File: config.mk
export PLATFORM = sky130hd
export DESIGN_NAME = gsm_seq
export DESIGN_NICKNAME = d
export VERILOG_FILES = /design/src/sv/group_scatter_matvec_assert.svh /design/src/sv/gsm_pkg.sv /design/src/sv/gsm_seq.sv
export SDC_FILE = /design/constraint.sdc
export NUM_CORES = 1
export LEC_CHECK = 0
export BUFFER_PORTS_ARGS = -buffer_cell sky130_fd_sc_hd__buf_4
export CAP_MARGIN = 10
export CORE_MARGIN = 2
export CORE_UTILIZATION = 42
export DETAILED_ROUTE_END_ITERATION = 8
export PLACE_DENSITY = 0.92
export SLEW_MARGIN = 20
export SYNTH_ARGS = -nofsm -noshare
export SYNTH_HDL_FRONTEND = slang
export SYNTH_SLANG_ARGS = --single-unit
File: constraint.sdc
create_clock -name clk -period 4.3 [get_ports clk]
set_input_delay 0.215 -clock clk [delete_from_list [all_inputs] [get_ports clk]]
set_output_delay 0.215 -clock clk [all_outputs]
set_load 0.005 [all_outputs]
File: src/sv/group_scatter_matvec_assert.svh
// Assertion macros shared by the group scatter matrix-vector block.
`ifndef GROUP_SCATTER_MATVEC_ASSERT_SVH
`define GROUP_SCATTER_MATVEC_ASSERT_SVH
`ifndef SYNTHESIS
`define GSM_ASSERT_IMPL(lbl, clk, rst_n, ante, cons) \
  lbl: assert property (@(posedge clk) disable iff (!rst_n) (ante) |-> (cons)) \
    else $error("group_scatter_matvec: same-cycle check failed");
`define GSM_ASSERT_NEXT(lbl, clk, rst_n, ante, cons) \
  lbl: assert property (@(posedge clk) disable iff (!rst_n) (ante) |=> (cons)) \
    else $error("group_scatter_matvec: next-cycle check failed");
`else
`define GSM_ASSERT_IMPL(lbl, clk, rst_n, ante, cons)
`define GSM_ASSERT_NEXT(lbl, clk, rst_n, ante, cons)
`endif
`endif

File: src/sv/gsm_pkg.sv
// Shared types, codes and constants of the group scatter matrix-vector block.
`default_nettype none
package gsm_pkg;

  localparam int MAX_GROUPS = 8;
  localparam int MAX_NODES  = 8;
  localparam int LIM_G      = (MAX_GROUPS < 8) ? MAX_GROUPS : 8;
  localparam int LIM_N      = (MAX_NODES < 8) ? MAX_NODES : 8;
  localparam int N_CELLS    = LIM_G;

  localparam int GRP_W  = 3;
  localparam int NODE_W = 3;
  localparam int CNT_W  = 4;
  localparam int VAL_W  = 32;
  localparam int FRAC_W = 16;
  localparam int PROD_W = 2 * VAL_W;
  // Eight full-range products plus the rounding half fit in 67 signed bits.
  localparam int ACC_W  = PROD_W + 3;

  localparam logic [1:0] OP_LOAD_COEF = 2'd0;
  localparam logic [1:0] OP_LOAD_AVG  = 2'd1;
  localparam logic [1:0] OP_LOAD_FLUX = 2'd2;
  localparam logic [1:0] OP_COMPUTE   = 2'd3;

  localparam logic [1:0] CFG_GROUP_COUNT   = 2'd0;
  localparam logic [1:0] CFG_NODE_COUNT    = 2'd1;
  localparam logic [1:0] CFG_COHERENT_MODE = 2'd2;

  localparam logic [ACC_W-1:0] ROUND_HALF = ACC_W'(1) << (FRAC_W - 1);

  typedef enum logic {
    SEQ_IDLE,
    SEQ_RUN
  } seq_state_t;

  // One partial sum travelling down the row of cells.
  typedef struct packed {
    logic                    valid;
    logic [GRP_W-1:0]        grp;
    logic [NODE_W-1:0]       node;
    logic                    last;
    logic signed [ACC_W-1:0] sum;
  } link_t;

  // Store write broadcast to the cells; the cell whose group matches takes it.
  typedef struct packed {
    logic              coef_we;
    logic              flux_we;
    logic [GRP_W-1:0]  src_grp;
    logic [GRP_W-1:0]  addr;
    logic [VAL_W-1:0]  data;
  } wr_t;

  function automatic logic [CNT_W-1:0] clamp_count(input logic [CNT_W-1:0] c,
                                                   input logic [CNT_W-1:0] lim);
    logic [CNT_W-1:0] r;
    if (c == '0) begin
      r = CNT_W'(1);
    end else if (c > lim) begin
      r = lim;
    end else begin
      r = c;
    end
    return r;
  endfunction

endpackage
`default_nettype wire

File: src/sv/gsm_seq.sv
// Sequencer that walks destination group and node and feeds the head of the row.
`default_nettype none
module gsm_seq import gsm_pkg::*; (
  input  wire  logic             clk,
  input  wire  logic             rst_n,
  input  wire  logic             start,
  input  wire  logic             adv,
  input  wire  logic [CNT_W-1:0] grp_cnt,
  input  wire  logic [CNT_W-1:0] node_cnt,
  output link_t                  lnk
);

  seq_state_t        state_r, state_nxt;
  logic [GRP_W-1:0]  g_r, g_nxt;
  logic [NODE_W-1:0] n_r, n_nxt;
  logic              g_end;
  logic              n_end;

  always_ff @(posedge clk) begin
    if (!rst_n) begin
      state_r <= SEQ_IDLE;
      g_r     <= '0;
      n_r     <= '0;
    end else begin
      state_r <= state_nxt;
      g_r     <= g_nxt;
      n_r     <= n_nxt;
    end
  end

  always_comb begin
    g_end     = ({1'b0, g_r} == (grp_cnt - CNT_W'(1)));
    n_end     = ({1'b0, n_r} == (node_cnt - CNT_W'(1)));
    state_nxt = state_r;
    g_nxt     = g_r;
    n_nxt     = n_r;
    lnk.valid = 1'b0;
    lnk.grp   = g_r;
    lnk.node  = n_r;
    lnk.last  = g_end && n_end;
    lnk.sum   = ROUND_HALF;
    unique case (state_r)
      SEQ_IDLE: begin
        if (start) begin
          state_nxt = SEQ_RUN;
          g_nxt     = '0;
          n_nxt     = '0;
        end
      end
      SEQ_RUN: begin
        lnk.valid = 1'b1;
        if (adv) begin
          if (n_end) begin
            n_nxt = '0;
            if (g_end) begin
              state_nxt = SEQ_IDLE;
            end else begin
              g_nxt = g_r + GRP_W'(1);
            end
          end else begin
            n_nxt = n_r + NODE_W'(1);
          end
        end
      end
      default: begin
        state_nxt = SEQ_IDLE;
      end
    endcase
  end

endmodule
`default_nettype wire

# Word-level counts from Yosys, hierarchy flattened
# Cells that the tools add are included.
[classes]
n_addsub = 4
n_eq_ne = 6
n_mux = 14
n_bitwise = 1
reduce_logical = 3
[ops]
columns = ["op", "n"]
rows = [
  ["2-to-1 mux 3 bit", 6],
  ["one-hot mux 3 bit (2 select lines)", 2],
  ["equality test 3 x 4 -> 1 bit", 2],
  ["subtractor 4 x 1 -> 4 bit, second input constant", 2],
  ["adder 3 x 1 -> 3 bit, second input constant", 2],
  ["inequality test 2 bit, second input constant", 3],
  ["2-to-1 mux 1 bit", 5],
  ["AND reduction 4 bit", 1],
  ["inequality test 2 x 1 -> 1 bit, second input constant", 1],
  ["one-hot mux 1 bit (2 select lines)", 1],
  ["AND reduction 2 bit", 1],
  ["logical AND 1 bit", 1],
  ["inverter 1 bit", 1],
]
[word_totals]
reg_bits = 7
out_inout_bits = 75
wordCells = 31

# Depth between registers and ports, before layout
[depth]
depth_word = 6
depth_mapped = 7
mapped_depth_nobuf = 7

# Least setup slack after synthesis
# No wires, ideal clock.
[synth_path]
path_type = "register to register"
startpoint = "register n_r[2]"
endpoint = "register g_r[2]"
setup_ps = 126
t_arrival_ps = 1452
required_ps = 4174
slack_ps = 2722
path_stages_with_launch = 6
n_path_buf = 0
synth_period_minus_slack_ps = 1578
cell_sequence = "dfxtp_1 xor3_1 nor3_2 nand2_2 o311ai_2 a31oi_1"
[synth_via]
elab_chain_len = 3
[synth_rtl]
columns = ["item", "line_no", "rtl"]
rows = [
  ["start, declared", "gsm_seq.sv:15", "logic [NODE_W-1:0] n_r, n_nxt;"],
  ["start signal, assigned", "gsm_seq.sv:27", "n_r <= n_nxt;"],
  ["equality test 3 x 4 -> 1 bit", "gsm_seq.sv:33", "n_end = ({1'b0, n_r} == (node_cnt - CNT_W'(1)));"],
  ["inequality test 2 x 1 -> 1 bit (no source line)", "n/a", ""],
  ["AND reduction 4 bit (no source line)", "n/a", ""],
  ["end signal, assigned", "gsm_seq.sv:26", "g_r <= g_nxt;"],
  ["end, declared", "gsm_seq.sv:14", "logic [GRP_W-1:0] g_r, g_nxt;"],
]
# No other way between the ends.
# A chain may end at the register's enable or synchronous reset.

==> impl_metrics.env <==
export IMPL_max_freq_mhz=482
export IMPL_num_rows=18
export IMPL_gp_routability_congestion=0.774
export IMPL_cp_slowest_cell="xor3_1"
export IMPL_whs_ns=0.270
export IMPL_start_kind="register"
export IMPL_synth_avg_cell_area_um2=8.37
export IMPL_clockRootBuffer="clkbuf_4"
export IMPL_peakVddDrop_uv=82.2
export IMPL_async_flop_share_pct=0
export IMPL_critical_path_top_delay_family="simple AND/OR/NAND/NOR gates"
export IMPL_top_level_ports=87
export IMPL_layout_nets=164
export IMPL_ys_types=28
export IMPL_insertion_delay_ns=0.25
export IMPL_fin_setup_tns_ns=0
export IMPL_ys_seq_area_share_pct=13.1
export IMPL_area_growth_pct=-6.89
export IMPL_grt_overflow_total=0
export IMPL_synth_top_area_cell="buf_4"
export IMPL_grt_usage_pct=9.59
export IMPL_holdPathStages=3
export IMPL_cts_tree="yes"
export IMPL_pre_cts_ws_ns=2.40
export IMPL_total_power_uw=180
export IMPL_setup_viol=0
export IMPL_fin_crit_ns=2.07
export IMPL_fillers=269
export IMPL_io_buffers=19
export IMPL_yosys_warnings=0
export IMPL_path_class="register to output port"
export IMPL_num_vias=678
export IMPL_met2_usage_pct=17.3
export IMPL_rsz0062_at_grt="no"
export IMPL_grt_use_met3_pct=2.46
export IMPL_status="completed"
export IMPL_grt_first_pass_wirelength_um=2050
export IMPL_crit_path_frequent_cell="nor3_2"
export IMPL_final_core_util_pct=40.6
export IMPL_synth_commonest_cells="buf_4 (68), dfxtp_1 (7), inv_1 (5)"
export IMPL_cts_max_level=1
export IMPL_critPathMaxStageDelay_ns=0.45
export IMPL_cts_hold_buffers=0
export IMPL_synth_area_top_cells="buf_4 (48%), dfxtp_1 (13%), ha_1 (4.7%)"
export IMPL_antenna_found_initial=0
export IMPL_core_um2=2450
export IMPL_top_usage_layer="met2"
export IMPL_chipWidth_um=54.5
export IMPL_antenna_left=0
export IMPL_post_cts_setup_buffers=0
export IMPL_ctsResizeCount=0
export IMPL_dpl_cell_area_um2=971
export IMPL_drive_gt1_share_pct=19.0
export IMPL_netlist_instances=128
export IMPL_power_density_nw_per_um2=180
export IMPL_cp_end_kind="output port"
export IMPL_finalMaxSlewViolations=0
export IMPL_clk_pin_slew_ns=0.05
export IMPL_drtIter0Drc=5
export IMPL_period_share_pct=48.2
export IMPL_routedWlPerCell_um=8.80
export IMPL_cts_buffers=3
export IMPL_dp_cells=173
export IMPL_via_per_inst=3.83
export IMPL_path_max_fanout=8
export IMPL_power_leakage_nw=0.552
export IMPL_worst_ep_required_time_ns=4.09
export IMPL_wl_um=1560
export IMPL_synth_top_area_share_pct=47.7
export IMPL_grt_pass1_vias=495
export IMPL_clockBufferDepth=2
export IMPL_r2r_end="g_r[0]"
export IMPL_max_cap_viol_count=0
export IMPL_die_area_um2=2970
export IMPL_setup_ws_ns=2.23
export IMPL_cp_arrival_ns=1.86
export IMPL_grt_max_degree=10
export IMPL_ff2ff_setup_slack_ns=2.58
export IMPL_hold_path_endpoint="state_r"
export IMPL_cts_sink_count=7
export IMPL_worstHoldPathType="input pin to register"
export IMPL_drc=0
export IMPL_worst_path_buf_inv=1
export IMPL_start_util_pct=43.6
export IMPL_crit_chain="xor3_1 -> nor3_2 -> nand2_2 -> nor3_2 -> buf_4"
export IMPL_die_h_um=54.5
export IMPL_synth_seq_cells=7
export IMPL_diodes=0
export IMPL_place_hpwl_um=1300
export IMPL_reg2reg_depth=5
export IMPL_skew_ns=0.00207
export IMPL_timing_final_hold_violations=0
export IMPL_design_area_um2=997
export IMPL_met1_usage_pct=10.1
export IMPL_instances_no_fill=177
export IMPL_worstHoldStart="rst_n"
export IMPL_synth_area_um2=1070
export IMPL_synth_edf_count=0
export IMPL_yosys_cell_count_top_type="buf_4"
export IMPL_synth_ff_type="dfxtp_1"
export IMPL_drtPass1Iterations=3
export IMPL_r2r_start="n_r[2]"
per-layer routing:
metal	up-vias	share of wire, %
li1	326	-
met1	296	36
met2	52	49
met3	4	13
met4	0	1.5
met5	-	0
flip-flops by register name, summed over array words and instances (netlist names):
name     count
g_r          3
n_r          3
state_r      1
report_power, final:
group          total (mW)  switching, mW  internal, mW
clock              0.0603         0.0249        0.0355
sequential         0.0681        0.00178        0.0664
combinational      0.0512         0.0322        0.0190
total               0.180         0.0589         0.121
kinds of logic after synthesis:
logic type	after synthesis	synth area share [%]
XOR/XNOR	8	9.23
other	2	0.701
AND/OR/NAND/NOR	21	13.2
adder cells (fa/ha/maj)	4	4.67
AO/OA/AOI/OAI	12	8.41
flip-flops	7	13.1
buffers and inverters	74	50.7
worst reg2reg max path, stage by stage, from the launching register on:
cell and delay (ns):
dfxtp_1 0.40, xor3_1 0.45, nor3_2 0.17, nand2_2 0.17, o311ai_1 0.32, a21oi_1 0.10
area by class of cell:
| class | instances | area [um2] | share of cell area (%) |
|---|---|---|---|
| clock buffer | 4 | 26.3 | 2.63 |
| inverter | 5 | 18.8 | 1.88 |
| tap | 30 | 37.5 | 3.76 |
| timing repair buffer | 19 | 143 | 14.3 |
| multi-input combinational | 112 | 632 | 63.4 |
| sequential | 7 | 140 | 14.1 |
placed cells by master, fill, tap and decap left out, types with 3 or more instances in the layout:
cell	synthesis	layout
a21oi_1	4	4
xnor2_1	3	3
inv_1	5	5
conb_1	2	67
clkbuf_4	0	3
nand4b_1	4	4
dfxtp_1	7	7
xor2_1	3	3
nand2_1	3	3
buf_4	68	19
ha_1	4	4
worst max path at each step:
stage | slack, ns | to | from | depth (start not counted)
2_1_floorplan | 2.72 | g_r[2] | n_r[2] | 5
3_3_place_gp | 2.53 | lnk[67] | node_cnt[0] | 8
3_5_place_dp | 2.40 | lnk[67] | node_cnt[0] | 8
4_1_cts | 2.22 | lnk[67] | n_r[2] | 5
5_1_grt | 2.11 | lnk[67] | n_r[2] | 5
6_report | 2.23 | lnk[67] | n_r[2] | 5
Note: power is estimated with default switching activity, not from simulation.
