### src/sv/group_scatter_matvec_assert.svh
// Assertion macros shared by the group scatter matrix-vector block.
`ifndef GROUP_SCATTER_MATVEC_ASSERT_SVH
`define GROUP_SCATTER_MATVEC_ASSERT_SVH
`ifndef SYNTHESIS
`define GSM_ASSERT_IMPL(lbl, clk, rst_n, ante, cons) \
  lbl: assert property (@(posedge clk) disable iff (!rst_n) (ante) |-> (cons)) \
    else $error("group_scatter_matvec: same-cycle check failed");
`define GSM_ASSERT_NEXT(lbl, clk, rst_n, ante, cons) \
  lbl: assert property (@(posedge clk) disable iff (!rst_n) (ante) |=> (cons)) \
    else $error("group_scatter_matvec: next-cycle check failed");
`else
`define GSM_ASSERT_IMPL(lbl, clk, rst_n, ante, cons)
`define GSM_ASSERT_NEXT(lbl, clk, rst_n, ante, cons)
`endif
`endif

### src/sv/gsm_pkg.sv
// Shared types, codes and constants of the group scatter matrix-vector block.
`default_nettype none
package gsm_pkg;

  localparam int MAX_GROUPS = 8;
  localparam int MAX_NODES  = 8;
  localparam int LIM_G      = (MAX_GROUPS < 8) ? MAX_GROUPS : 8;
  localparam int LIM_N      = (MAX_NODES < 8) ? MAX_NODES : 8;
  localparam int N_CELLS    = LIM_G;

  localparam int GRP_W  = 3;
  localparam int NODE_W = 3;
  localparam int CNT_W  = 4;
  localparam int VAL_W  = 32;
  localparam int FRAC_W = 16;
  localparam int PROD_W = 2 * VAL_W;
  // Eight full-range products plus the rounding half fit in 67 signed bits.
  localparam int ACC_W  = PROD_W + 3;

  localparam logic [1:0] OP_LOAD_COEF = 2'd0;
  localparam logic [1:0] OP_LOAD_AVG  = 2'd1;
  localparam logic [1:0] OP_LOAD_FLUX = 2'd2;
  localparam logic [1:0] OP_COMPUTE   = 2'd3;

  localparam logic [1:0] CFG_GROUP_COUNT   = 2'd0;
  localparam logic [1:0] CFG_NODE_COUNT    = 2'd1;
  localparam logic [1:0] CFG_COHERENT_MODE = 2'd2;

  localparam logic [ACC_W-1:0] ROUND_HALF = ACC_W'(1) << (FRAC_W - 1);

  typedef enum logic {
    SEQ_IDLE,
    SEQ_RUN
  } seq_state_t;

  // One partial sum travelling down the row of cells.
  typedef struct packed {
    logic                    valid;
    logic [GRP_W-1:0]        grp;
    logic [NODE_W-1:0]       node;
    logic                    last;
    logic signed [ACC_W-1:0] sum;
  } link_t;

  // Store write broadcast to the cells; the cell whose group matches takes it.
  typedef struct packed {
    logic              coef_we;
    logic              flux_we;
    logic [GRP_W-1:0]  src_grp;
    logic [GRP_W-1:0]  addr;
    logic [VAL_W-1:0]  data;
  } wr_t;

  function automatic logic [CNT_W-1:0] clamp_count(input logic [CNT_W-1:0] c,
                                                   input logic [CNT_W-1:0] lim);
    logic [CNT_W-1:0] r;
    if (c == '0) begin
      r = CNT_W'(1);
    end else if (c > lim) begin
      r = lim;
    end else begin
      r = c;
    end
    return r;
  endfunction

endpackage
`default_nettype wire

### src/sv/gsm_cell.sv
// One cell of the row: holds one source group's coefficients and flux, adds its product.
`default_nettype none
module gsm_cell import gsm_pkg::*; (
  input  wire  logic             clk,
  input  wire  logic             rst_n,
  input  wire  logic [GRP_W-1:0] cell_idx,
  input  wire  logic             adv,
  input  wire  logic [CNT_W-1:0] grp_cnt,
  input  wire  logic             coherent,
  input  wire  wr_t              wr,
  input  wire  link_t            lnk_in,
  output link_t                  lnk_out
);

  // coef_col_r holds coef[to][cell]; flux_row_r holds flux[cell][node].
  logic [VAL_W-1:0] coef_col_r [MAX_GROUPS];
  logic [VAL_W-1:0] flux_row_r [MAX_NODES];

  logic                    valid_r;
  link_t                   lnk_r;
  logic signed [PROD_W-1:0] prod_r;
  logic signed [PROD_W-1:0] prod_nxt;
  logic signed [VAL_W-1:0]  coef_sel;
  logic signed [VAL_W-1:0]  flux_sel;
  logic                     use_term;

  always_ff @(posedge clk) begin
    if (wr.coef_we && (wr.src_grp == cell_idx)) begin
      coef_col_r[wr.addr] <= wr.data;
    end
    if (wr.flux_we && (wr.src_grp == cell_idx)) begin
      flux_row_r[wr.addr] <= wr.data;
    end
  end

  // Coherent mode keeps only the in-group term; full mode keeps the groups in use.
  always_comb begin
    use_term = coherent ? (lnk_in.grp == cell_idx) : ({1'b0, cell_idx} < grp_cnt);
    coef_sel = use_term ? coef_col_r[lnk_in.grp]  : '0;
    flux_sel = use_term ? flux_row_r[lnk_in.node] : '0;
    prod_nxt = coef_sel * flux_sel;
  end

  always_ff @(posedge clk) begin
    if (!rst_n) begin
      valid_r <= 1'b0;
    end else if (adv) begin
      valid_r <= lnk_in.valid;
    end
  end

  always_ff @(posedge clk) begin
    if (adv) begin
      lnk_r  <= lnk_in;
      prod_r <= prod_nxt;
    end
  end

  always_comb begin
    lnk_out       = lnk_r;
    lnk_out.valid = valid_r;
    lnk_out.sum   = lnk_r.sum + {{(ACC_W - PROD_W){prod_r[PROD_W-1]}}, prod_r};
  end

endmodule
`default_nettype wire

### config.mk
export PLATFORM = sky130hd
export DESIGN_NAME = gsm_cell
export DESIGN_NICKNAME = d
export VERILOG_FILES = /design/src/sv/group_scatter_matvec_assert.svh /design/src/sv/gsm_pkg.sv /design/src/sv/gsm_cell.sv
export SDC_FILE = /design/constraint.sdc
export NUM_CORES = 2
export LEC_CHECK = 0
export BUFFER_PORTS_ARGS = -buffer_cell sky130_fd_sc_hd__buf_2
export CAP_MARGIN = 20
export CORE_ASPECT_RATIO = 1.25
export CORE_MARGIN = 3
export CORE_UTILIZATION = 40
export CTS_BUF_LIST = sky130_fd_sc_hd__clkbuf_2
export DETAILED_ROUTE_END_ITERATION = 7
export SYNTH_ARGS = -nofsm -noshare
export SYNTH_HDL_FRONTEND = slang
export SYNTH_SLANG_ARGS = --single-unit
### constraint.sdc
create_clock -name clk -period 18.5 [get_ports clk]
set_input_delay 0.925 -clock clk [delete_from_list [all_inputs] [get_ports clk]]
set_output_delay 0.925 -clock clk [all_outputs]
set_load 0.05 [all_outputs]
-- Word-level counts from Yosys, hierarchy flattened
Memories as Yosys holds them, arrays and structs flattened.
Index checks and enable logic that the tools add are counted.
- bits in registers: 139
- memory bits (writable): 512
- input bits: 126
- output and inout bits: 75
- logic and storage cells: 22
- memories: 2
- $add $sub $neg: 1
- multipliers: 1
- $lt $le $gt $ge: 1
- equal/unequal tests: 2
- multiplexer cells: 7
- reductions and logical operators: 2
- memory list (name ; depth ; bits a word ; rd ports ; clocked after Yosys merged registers in ; write ports ; RTL line ; RTL):
    coef_col_r ; 8 ; 32 ; 1 ; 0 ; 1 ; gsm_cell.sv:16 ; logic [VAL_W-1:0] coef_col_r [MAX_GROUPS];
    flux_row_r ; 8 ; 32 ; 1 ; 0 ; 1 ; gsm_cell.sv:17 ; logic [VAL_W-1:0] flux_row_r [MAX_NODES];
- operator list (kind ; count):
    $add A67 B67 Y67 ; 1
    $mul A32 B32 Y64 ; 1
    $mux W32 ; 2
    $eq A3 B3 Y1 ; 2
    $mux W1 ; 5
    $lt A3 B4 Y1 ; 1
    $logic_and A1 B1 Y1 ; 2

-- Longest topological paths before layout
- depth in word-level cells: 4
- gate-level depth with buffers: 38
- gate-level depth less buffers: 35

-- Worst setup path before layout
No wires, ideal clock.
- kind: input to register
- from: in lnk_in[70] (netlist name)
- to: reg prod_r[60] (data pin)
- library setup time: 269 ps
- arrival time: 9871 ps
- data required time: 18231 ps
- path slack: 8360 ps
- cell stages on the path: 32
- buffers on the path: 5
- path through: clkbuf_1 buf_2 buf_1 buf_1 mux2_2 nand2_1 inv_1 fa_1 fa_1 inv_1 fa_1 inv_1 fa_1 inv_1 fa_1 inv_1 fa_1 inv_1 fa_1 inv_1 fa_1 ha_1 clkbuf_1 a21o_1 a21o_1 a21o_1 a21o_1 a21oi_1 o21bai_1 a221oi_1 o31ai_1 xor2_1
- longest elaborated chain between the ends: 3
- ends and longest elaborated chain (item ; RTL line ; RTL):
    from (decl) ; gsm_cell.sv:11 ; input wire link_t lnk_in,
    $mem_v2 Z8 W32 ; - ;
    $mux W32 ; gsm_cell.sv:40 ; flux_sel = use_term ? flux_row_r[lnk_in.node] : '0;
    $mul A32 B32 Y64 ; gsm_cell.sv:41 ; prod_nxt = coef_sel * flux_sel;
    named net prod_nxt[60] ; gsm_cell.sv:22 ; logic signed [PROD_W-1:0] prod_nxt;
    to (signal assigned) ; gsm_cell.sv:55 ; prod_r <= prod_nxt;
    to (decl) ; gsm_cell.sv:21 ; logic signed [PROD_W-1:0] prod_r;
The timed path passes the listed nets, and every way through them passes these cells.
A chain may end at the register's enable or synchronous reset.

-- Worst setup path after layout
- from: in lnk_in[71] (netlist name)
- to: reg prod_r[58] (data pin)
- longest elaborated chain between the ends: 4
- elaborated cells on any way between the ends: 6
- classes of those cells: mul (1); eq/ne (1); mux (3); memory (1)
- ends and longest elaborated chain (item ; RTL line):
    branches (longest 3 deep; another with $mem_v2 Z8 W32) ; -
    $mul A32 B32 Y64 (*) ; gsm_cell.sv:41
    named net prod_nxt[58] ; gsm_cell.sv:22
Mark *: on every way through the listed nets, which the timed path passes.

==> summary.txt <==
Drt
  • Max Used Layer: met5
  • Post-DRT Antenna Nets: 0
  • Routed WL per cell: 26.9 µm
  • Met2 wire length: 99.7 mm
  • Met3 routed WL: 20.7 mm
  • DRC errors left: 0
  • Drt initial violations: 4285
  • Final wirelength: 219 mm
  • Met1 wire length: 83.1 mm
  • Vias per inst: 5.46
  • DR vias: 44500
  • 1st-pass router iterations: 8

Synth
  • Post-synthesis sequential area ratio: 30.8%
  • Synth Net Count: 7007
  • Synth Flop Type: edfxtp_1
  • Multiplexer share of the synthesized area: 6.27%
  • Syn Area/Cell: 11.4 µm²
  • Compound-Gate Fraction of Synth Area: 4.34%
  • Largest family of logic cells by synthesized area: adder cells
  • Area leader, netlist: fa_1
  • Post-Synth XOR/XNOR Area: 2.00%
  • Mapped Cells: 5546
  • Synth top area share: 34.2%
  • Post-synthesis simple-gate area fraction: 9.62%
  • Ranking of synthesized cells by area: fa_1 (34%), edfxtp_1 (31%), inv_1 (6.4%)
  • EDFF count, synth: 650
  • Synth Area in Adders: 39.1%
  • Yosys cell types: 75
  • Ys Warns: 0
  • FFs w/ async S/R, synth: 0%
  • Synthesized flop and latch total: 651
  • Mapped Area: 63500 µm²

Critical path
  • Worst-path maximum fanout: 47
  • Slowest cell delay on critical path: 0.67 ns
  • Arr. time, crit path: 12.33 ns
  • Most frequent cell on the critical path: fa_1
  • Crit path kind: in -> reg
  • Slowest-stage cell, CP: nand2_1
  • Worst setup EP type: register
  • Startpoint Class: input port
  • Worst EP required: 19.87 ns

Job
  • MaxCap Viol Count: 0

Placed design
  • Pre-CTS setup slack: 6.59 ns
  • Port buffer count: 200
  • Final GP Congestion: 1.00
  • Post-DP HPWL: 164 mm
  • Dpl cells: 7678

Clocking
  • Clock root cell: clkbuf_2
  • Clock sinks: 651
  • Worst-Skew Late Latency: 1.67 ns
  • Max clock buf depth: 3
  • CTS tree: built
  • CTS resizes: 0
  • CTS H-tree lvls: 4
  • Clk slew on worst S/H paths: 0.11 ns
  • CTS buffer count: 160

GRT
  • Initial antenna violation count: 17
  • Global route overflow: 0
  • Largest net degree at the start of global routing: 79
  • GRT Resource Usage Total: 27.2%
  • Vias in the first global route: 48600
  • Global-route wire length before repair: 322 mm

Timing
  • Final min period: 10.96 ns
  • Slew HR: 20.6%
  • Final hold viol count: 0
  • Setup ws final: 7.54 ns
  • Worst Tran Pin Value: 1.19 ns
  • RSZ-0062 raised after global routing: no
  • Total negative slack: 0 ns
  • Period utilization: 59.2%
  • Clock Skew: 0.176 ns
  • F_max: 91.2 MHz
  • Worst Hold Slack: 0.219 ns
  • Max Slew Vio Count: 0
  • Setup violations, final: 0

Floorplan
  • Cell Rows: 162
  • Total I/O pin count: 201
  • Core ar.: 157000 µm²
  • Initial Utilization: 40.5%
  • Die ar.: 163000 µm²
  • Die Width: 362 µm
  • Die Span Y: 451 µm

Min path
  • Hold WC Path Type: in -> reg

Cells and area
  • Area growth syn-to-layout: 11.1%
  • Nets: 7437
  • Layout cells sized above 1: 13.1%
  • Finished Layout Cells: 8146

Status
  • Outcome: complete, no violations
## per-stage QoR
step	utilization (%)	cell area [µm²]
6_report	45.0	70500
5_1_grt	45.0	70500
4_1_cts	45.0	70500
3_5_place_dp	42.9	67200
3_3_place_gp	42.9	67200
2_1_floorplan	-	63500
## layout by cell type, fill, tap and decap left out, drive strengths merged, types with 22 or more instances in the layout
| cell | synthesis | final |
|---|---|---|
| edfxtp | 650 | 650 |
| o21bai | 22 | 22 |
| nor2b | 28 | 28 |
| o21ai | 78 | 78 |
| nor2 | 565 | 565 |
| nor3 | 27 | 27 |
| mux2 | 53 | 53 |
| ha | 252 | 252 |
| mux2i | 50 | 50 |
| nand4 | 26 | 26 |
| xnor2 | 99 | 99 |
| clkinv | 1 | 37 |
| nand2b | 30 | 30 |
| or3 | 28 | 28 |
| mux4 | 128 | 128 |
| fa | 1083 | 1083 |
| nand2 | 608 | 608 |
| xor2 | 46 | 46 |
| clkbuf | 186 | 224 |
| nand3 | 35 | 35 |
| and3 | 43 | 43 |
| a21o | 83 | 83 |
| a21oi | 134 | 134 |
| and2 | 30 | 30 |
| inv | 1084 | 1093 |
| buf | 41 | 310 |
| dlygate4sd3 | 0 | 185 |
## worst max-delay path: cells and delay by family
kind | cells | cell delay [ns]
XOR/XNOR | 1 | 0.19
multiplexers | 1 | 0.14
AO/OA/AOI/OAI | 4 | 1.29
buffers and inverters | 9 | 2.64
adder cells (fa/ha/maj) | 9 | 4.56
AND/OR/NAND/NOR | 8 | 2.50
## registers in the layout (all words and copies together), names as in the netlist
register,count
lnk_out,7
lnk_r,67
coef_col_r,256
flux_row_r,256
prod_r,64
valid_r,1
## synth_stat cells (all sizes together), types with 35 or more instances
| master | instances |
|---|---|
| clkbuf | 186 |
| fa | 1083 |
| edfxtp | 650 |
| xnor2 | 99 |
| and3 | 43 |
| buf | 41 |
| ha | 252 |
| inv | 1084 |
| mux2i | 50 |
| nand3 | 35 |
| a21o | 83 |
| mux4 | 128 |
| o21ai | 78 |
| mux2 | 53 |
| nor2 | 565 |
| xor2 | 46 |
| a21oi | 134 |
| nand2 | 608 |
## metal layers
layer	vias to the layer above	GRT usage, %
met5	-	0
met2	2446	43.2
met4	12	16.1
met3	708	6.89
met1	22700	33.7
li1	18600	-
## worst paths after layout
path               startpoint                end  slack (ns)  cells past startpoint
max                lnk_in[71]         prod_r[58]        7.54                     32
min                    wr[36]  coef_col_r[7][22]        0.22                      5
max reg2reg  flux_row_r[6][7]         prod_r[60]        8.24                     28
min reg2reg           valid_r            valid_r        1.08                      3
## final cells by class
type | instances | area (µm²)
Antenna cell | 10 | 25.0
Clock buffer | 224 | 1120
Clock inverter | 48 | 303
Fill cell | 14700 | 86200
Inverter | 1085 | 4070
Multi-Input combinational cell | 3583 | 39200
Sequential cell | 651 | 19500
Tap cell | 2050 | 2560
Timing Repair Buffer | 495 | 3720
## timing repair
action,in CTS,in global routing
setup endpoints to repair,0,0
hold endpoints to repair,679,0
hold buffers,185,0
buffers inserted,0,0
## cells by family after synthesis
kind of cell | after synthesis
multiplexers | 231
adder cells (fa/ha/maj) | 1335
AO/OA/AOI/OAI | 421
buffers and inverters | 1312
flip-flops | 651
XOR/XNOR | 145
AND/OR/NAND/NOR | 1451
Power is left out: the tool's default activity adds up to more than one toggle a clock period on the data nets, which glitch-free logic cannot reach.
